--- src/design/cbd_pkg.sv ---
package cbd_pkg;

    // default size of the internal work memory
    localparam int RAM_DEPTH_DEF = 2048;

    // bus transaction kinds
    typedef enum logic [1:0] {
        KIND_READ  = 2'd0,
        KIND_WRITE = 2'd1,
        KIND_TICK  = 2'd2
    } t_kind;

    // where a transaction was routed
    typedef enum logic [2:0] {
        TGT_NONE      = 3'd0,
        TGT_CART      = 3'd1,
        TGT_RAM       = 3'd2,
        TGT_PPU       = 3'd3,
        TGT_APU       = 3'd4,
        TGT_PAD       = 3'd5,
        TGT_DMA_START = 3'd6,
        TGT_DMA_SRC   = 3'd7
    } t_target;

    // address map
    localparam logic [15:0] ADDR_RAM_END    = 16'h1FFF;
    localparam logic [15:0] ADDR_PPU_END    = 16'h3FFF;
    localparam logic [15:0] PPU_REG_MASK    = 16'h0007;
    localparam logic [15:0] ADDR_APU_FIRST  = 16'h4000;
    localparam logic [15:0] ADDR_APU_LAST   = 16'h4013;
    localparam logic [15:0] ADDR_OAM_DMA    = 16'h4014;
    localparam logic [15:0] ADDR_APU_STATUS = 16'h4015;
    localparam logic [15:0] ADDR_PAD0       = 16'h4016;
    localparam logic [15:0] ADDR_APU_FRAME  = 16'h4017;
    localparam logic [7:0]  DMA_RAM_PAGE_LAST = ADDR_RAM_END[15:8];

    // master tick phases, cpu slots at phases 0 and 3
    localparam logic [2:0] PHASE_CPU_A = 3'd0;
    localparam logic [2:0] PHASE_CPU_B = 3'd3;
    localparam logic [2:0] PHASE_LAST  = 3'd5;

    typedef struct packed {
        logic [1:0]  kind;
        logic [15:0] addr;
        logic [7:0]  data;
        logic        peek_req;
        logic        cart_claims;
        logic [7:0]  ext_data;
        logic [7:0]  pad_buttons;
    } t_in_item;

    typedef struct packed {
        logic [7:0]  read_data;
        t_target     target;
        logic [15:0] target_addr;
        logic        peek_out;
        logic        cpu_step;
        logic        oam_write;
        logic [7:0]  oam_index;
        logic [7:0]  oam_data;
        logic        dma_active;
    } t_out_item;

    typedef struct packed {
        logic [7:0] pad_shift;
        logic [2:0] tick_phase;
        logic       dma_busy;
        logic       dma_wait_sync;
        logic [7:0] src_page;
        logic [7:0] dma_offset;
        logic [7:0] dma_byte;
    } t_bus_state;

    localparam t_bus_state BUS_STATE_RESET = '{
        pad_shift:     8'd0,
        tick_phase:    3'd0,
        dma_busy:      1'b0,
        dma_wait_sync: 1'b1,
        src_page:      8'd0,
        dma_offset:    8'd0,
        dma_byte:      8'd0
    };

endpackage

--- src/design/cbd_decode.sv ---
module cbd_decode #(
    parameter int AW = $clog2(cbd_pkg::RAM_DEPTH_DEF)
) (
    input  cbd_pkg::t_in_item   i_item,
    input  cbd_pkg::t_bus_state i_state,
    input  logic [7:0]          i_ram_data,
    output cbd_pkg::t_bus_state o_next,
    output cbd_pkg::t_out_item  o_result,
    output logic                o_wr_en,
    output logic [AW-1:0]       o_wr_idx,
    output logic [7:0]          o_wr_data
);
    import cbd_pkg::*;

    logic        is_apu;
    logic        cpu_slot;
    logic [15:0] dma_src;
    logic [7:0]  next_offset;

    assign is_apu = ((i_item.addr >= ADDR_APU_FIRST) && (i_item.addr <= ADDR_APU_LAST))
                    || (i_item.addr == ADDR_APU_STATUS) || (i_item.addr == ADDR_APU_FRAME);
    assign cpu_slot    = (i_state.tick_phase == PHASE_CPU_A)
                         || (i_state.tick_phase == PHASE_CPU_B);
    assign dma_src     = {i_state.src_page, i_state.dma_offset};
    assign next_offset = i_state.dma_offset + 8'd1;

    always_comb begin
        o_next    = i_state;
        o_result  = '0;
        o_wr_en   = 1'b0;
        o_wr_idx  = i_item.addr[AW-1:0];
        o_wr_data = i_item.data;
        unique case (i_item.kind)
            KIND_READ: begin
                if (i_item.cart_claims) begin
                    o_result.target    = TGT_CART;
                    o_result.read_data = i_item.ext_data;
                end else if (i_item.addr <= ADDR_RAM_END) begin
                    o_result.target      = TGT_RAM;
                    o_result.target_addr = 16'(i_item.addr[AW-1:0]);
                    o_result.read_data   = i_ram_data;
                end else if (i_item.addr <= ADDR_PPU_END) begin
                    o_result.target      = TGT_PPU;
                    o_result.target_addr = i_item.addr & PPU_REG_MASK;
                    o_result.read_data   = i_item.ext_data;
                    o_result.peek_out    = i_item.peek_req;
                end else if (is_apu) begin
                    o_result.target      = TGT_APU;
                    o_result.target_addr = i_item.addr;
                    o_result.read_data   = i_item.ext_data;
                end else if (i_item.addr == ADDR_PAD0) begin
                    o_result.target      = TGT_PAD;
                    o_result.target_addr = i_item.addr;
                    o_result.read_data   = {7'd0, i_state.pad_shift[0]};
                    o_next.pad_shift     = {1'b0, i_state.pad_shift[7:1]};
                end
            end
            KIND_WRITE: begin
                if (i_item.cart_claims) begin
                    o_result.target = TGT_CART;
                end else if (i_item.addr <= ADDR_RAM_END) begin
                    o_result.target      = TGT_RAM;
                    o_result.target_addr = 16'(i_item.addr[AW-1:0]);
                    o_wr_en              = 1'b1;
                end else if (i_item.addr <= ADDR_PPU_END) begin
                    o_result.target      = TGT_PPU;
                    o_result.target_addr = i_item.addr & PPU_REG_MASK;
                end else if (is_apu) begin
                    o_result.target      = TGT_APU;
                    o_result.target_addr = i_item.addr;
                end else if (i_item.addr == ADDR_OAM_DMA) begin
                    o_result.target      = TGT_DMA_START;
                    o_result.target_addr = {i_item.data, 8'd0};
                    o_next.src_page      = i_item.data;
                    o_next.dma_offset    = 8'd0;
                    o_next.dma_busy      = 1'b1;
                end else if (i_item.addr == ADDR_PAD0) begin
                    o_result.target      = TGT_PAD;
                    o_result.target_addr = i_item.addr;
                    o_next.pad_shift     = i_item.pad_buttons;
                end
            end
            KIND_TICK: begin
                if (cpu_slot) begin
                    if (!i_state.dma_busy) begin
                        o_result.cpu_step = 1'b1;
                    end else if (i_state.dma_wait_sync) begin
                        if (i_state.tick_phase == PHASE_CPU_B) begin
                            o_next.dma_wait_sync = 1'b0;
                        end
                    end else if (i_state.tick_phase == PHASE_CPU_A) begin
                        // source fetch slot
                        if (!i_item.cart_claims && (i_state.src_page <= DMA_RAM_PAGE_LAST)) begin
                            o_next.dma_byte = i_ram_data;
                        end else begin
                            o_next.dma_byte = i_item.ext_data;
                        end
                        o_result.target      = TGT_DMA_SRC;
                        o_result.target_addr = dma_src;
                        o_result.read_data   = o_next.dma_byte;
                    end else begin
                        // sprite memory write slot
                        o_result.oam_write = 1'b1;
                        o_result.oam_index = i_state.dma_offset;
                        o_result.oam_data  = i_state.dma_byte;
                        o_next.dma_offset  = next_offset;
                        if (next_offset == 8'd0) begin
                            o_next.dma_busy      = 1'b0;
                            o_next.dma_wait_sync = 1'b1;
                        end
                    end
                end
                o_next.tick_phase = (i_state.tick_phase == PHASE_LAST) ? 3'd0
                                    : i_state.tick_phase + 3'd1;
            end
            default: begin
            end
        endcase
        o_result.dma_active = o_next.dma_busy;
    end

endmodule

--- config.mk ---
export PLATFORM = sky130hd
export DESIGN_NAME = cbd_decode
export DESIGN_NICKNAME = d
export VERILOG_FILES = /design/src/design/cbd_pkg.sv /design/src/design/cbd_decode.sv
export SDC_FILE = /design/constraint.sdc
export NUM_CORES = 1
export LEC_CHECK = 0
export BUFFER_PORTS_ARGS = -buffer_cell sky130_fd_sc_hd__buf_2
export CORE_AREA = 2 2 77 79
export DETAILED_ROUTE_END_ITERATION = 7
export DIE_AREA = 0 0 79 81
export PLACE_DENSITY = 0.8
export SYNTH_ARGS = -nofsm -noshare
export SYNTH_HDL_FRONTEND = slang
export SYNTH_SLANG_ARGS = --single-unit
--- constraint.sdc ---
create_clock -name vclk -period 3.2
set_input_delay 0.32 -clock vclk [all_inputs]
set_output_delay 0.32 -clock vclk [all_outputs]
set_load 0.01 [all_outputs]
==> flow_metrics.env <==
export IMPL_whs_ps=844.1
export IMPL_hold_path_class="input port to output port"
export IMPL_crit_path_end_kind="output port"
export IMPL_worstPathMaxFanout=14
export IMPL_ys_warn_count=0
export IMPL_status="finished, final reports clean"
export IMPL_period_share=0.8888
export IMPL_core_um2=5675
export IMPL_grt_usage=0.2576
export IMPL_layout_drive_gt1_share=0.4701
export IMPL_port_buffers=193
export IMPL_slew_viol_final=0
export IMPL_globalRoute_totalOverflow=0
export IMPL_start_kind="input port"
export IMPL_nets=585
export IMPL_via_count=3189
export IMPL_ff_latch_area_um2=0
export IMPL_antenna_found_initial=0
export IMPL_fin_util=0.5335
export IMPL_worstHoldStart="i_item[21]"
export IMPL_rsz0062_at_grt="no"
export IMPL_grt_pass1_vias=2835
export IMPL_clkbuf_count=0
export IMPL_finalPower_mw=0.3269
export IMPL_holdPathEnd="o_wr_data[3]"
export IMPL_syn_area_um2=2090
export IMPL_fmaxAchievable_mhz=351.6
export IMPL_design_seq_count=0
export IMPL_tns_ps=0
export IMPL_first_iter_violations=151
export IMPL_area_growth_pct=44.91
export IMPL_maxSlewHeadroom=0.5831
export IMPL_path_class="input port to output port"
export IMPL_ys_types=55
export IMPL_seq_area_frac_synth=0
export IMPL_grt_pass1_wl_um=13650
export IMPL_drtPass1Iterations=5
export IMPL_cap_violations=0
export IMPL_synthCells=317
export IMPL_fin_cells=560
export IMPL_wire_per_inst_um=16.28
export IMPL_ios=193
export IMPL_place_ws_ps=356.4
export IMPL_fillCellCount=602
export IMPL_crit_required_ps=2880
export IMPL_row_count=28
export IMPL_synth_fp_nets=415
export IMPL_peakVddDrop_uv=62.23
export IMPL_num_antenna_cells=0
export IMPL_cts_post_setup_buffers_inserted=0
export IMPL_wl_um=9115
export IMPL_dp_cells=560
export IMPL_fp_dieH_um=81
export IMPL_fin_crit_ps=2844
export IMPL_dpl_cell_area_um2=3028
export IMPL_setup_viol=0
export IMPL_hold_violations=0
export IMPL_gp_routability_congestion=0.9083
export IMPL_syn_avg_cell_area_um2=6.591
export IMPL_grt_max_degree=20
export IMPL_mostFrequentLayoutCells="buf_2, nand2_1, o21ai_0, a22o_1, a21oi_1"
export IMPL_remaining_drc_errors=0
export IMPL_viasPerCell=5.695
export IMPL_worst_pin_slew_ps=624.2
export IMPL_holdPathStages=2
export IMPL_final_common_cell="buf_2"
export IMPL_start_util=0.3682
export IMPL_leakage_nw=1.604
export IMPL_worstPathArrival_ps=2520
export IMPL_dp_hpwl_um=7520
export IMPL_die_w_um=79
export IMPL_drt_antenna_violating_nets=0
export IMPL_holdBufCountCts=0
export IMPL_fin_area_um2=3028
export IMPL_die_area_um2=6399
export IMPL_postCtsResizedCells=0
export IMPL_powerDensity_nw_per_um2=108.0
export IMPL_fin_ws_ps=355.7
-- synthesized netlist by cell type (all sizes together) (2+ instances only) --
cell     instances  share of area
nand4            2         0.0060
clkbuf          16          0.029
mux2i            8          0.038
and3b            3          0.013
o21ai           23          0.055
or2              2         0.0060
and2            17          0.051
nand3           11          0.026
ha               9          0.054
xor2             4          0.017
a22o            20          0.084
a22oi            4          0.014
nor3            10          0.024
nand2           32          0.057
nand3b           2         0.0072
nor4             4          0.019
a221o            2         0.0096
or4              4          0.018
o221ai           2         0.0084
nor4b            4          0.024
o21a             7          0.025
nor2b            8          0.024
a31oi            4          0.012
a32o             4          0.019
or3              4          0.013
buf             22          0.079
nor2            18          0.032
a21o             2         0.0078
inv             12          0.022
mux2             9          0.049
and3             5          0.015
a21oi           19          0.046
nand2b           3         0.0090
o31ai            2         0.0072
a2bb2oi          8          0.034
-- critical path, cell delays in order --
cell     delay, ps
buf_2          100
or4_4          540
or4_4          590
nor4b_4        230
buf_4          240
mux2_2         360
buf_2          140
-- routing by layer --
metal | global-route usage | part of all wire | vias to the layer above
li1 | - | - | 1506
met1 | 0.3205 | 0.40 | 1470
met2 | 0.4746 | 0.49 | 195
met3 | 0.03333 | 0.091 | 18
met4 | 0.05345 | 0.022 | 0
met5 | 0 | 0 | -
-- area by class of cell --
class              instances  area [µm²]  share of cell area
multi-input cells        267        1826              0.6029
well taps                 75       93.84             0.03099
repair buffers           206        1064              0.3512
inverters                 12       45.04             0.01488
-- cells by family after synthesis --
group	synth area share
xor gates and xnor gates	0.01676
buffers and inverters	0.1293
adders and majority gates	0.05389
AOI/OAI and AO/OA	0.3611
and+or+nand+nor	0.3521
muxes	0.08683
-- where the power goes --
| part | internal, mW | switching, mW |
|---|---|---|
| Clock | 0 | 0 |
| Sequential | 0 | 0 |
| Combinational | 0.143 | 0.183 |
-- how the worst max path moves through the flow --
stage	startpoint	end	slack, ps	depth (start not counted)
2_1_floorplan	i_item[37]	o_result[0]	510	7
3_3_place_gp	i_item[37]	o_next[21]	390	7
3_5_place_dp	i_item[37]	o_next[21]	360	7
4_1_cts	i_item[37]	o_next[21]	350	7
5_1_grt	i_item[37]	o_result[30]	150	7
6_report	i_item[37]	o_next[21]	360	7
(Power assumes the default switching activity.)
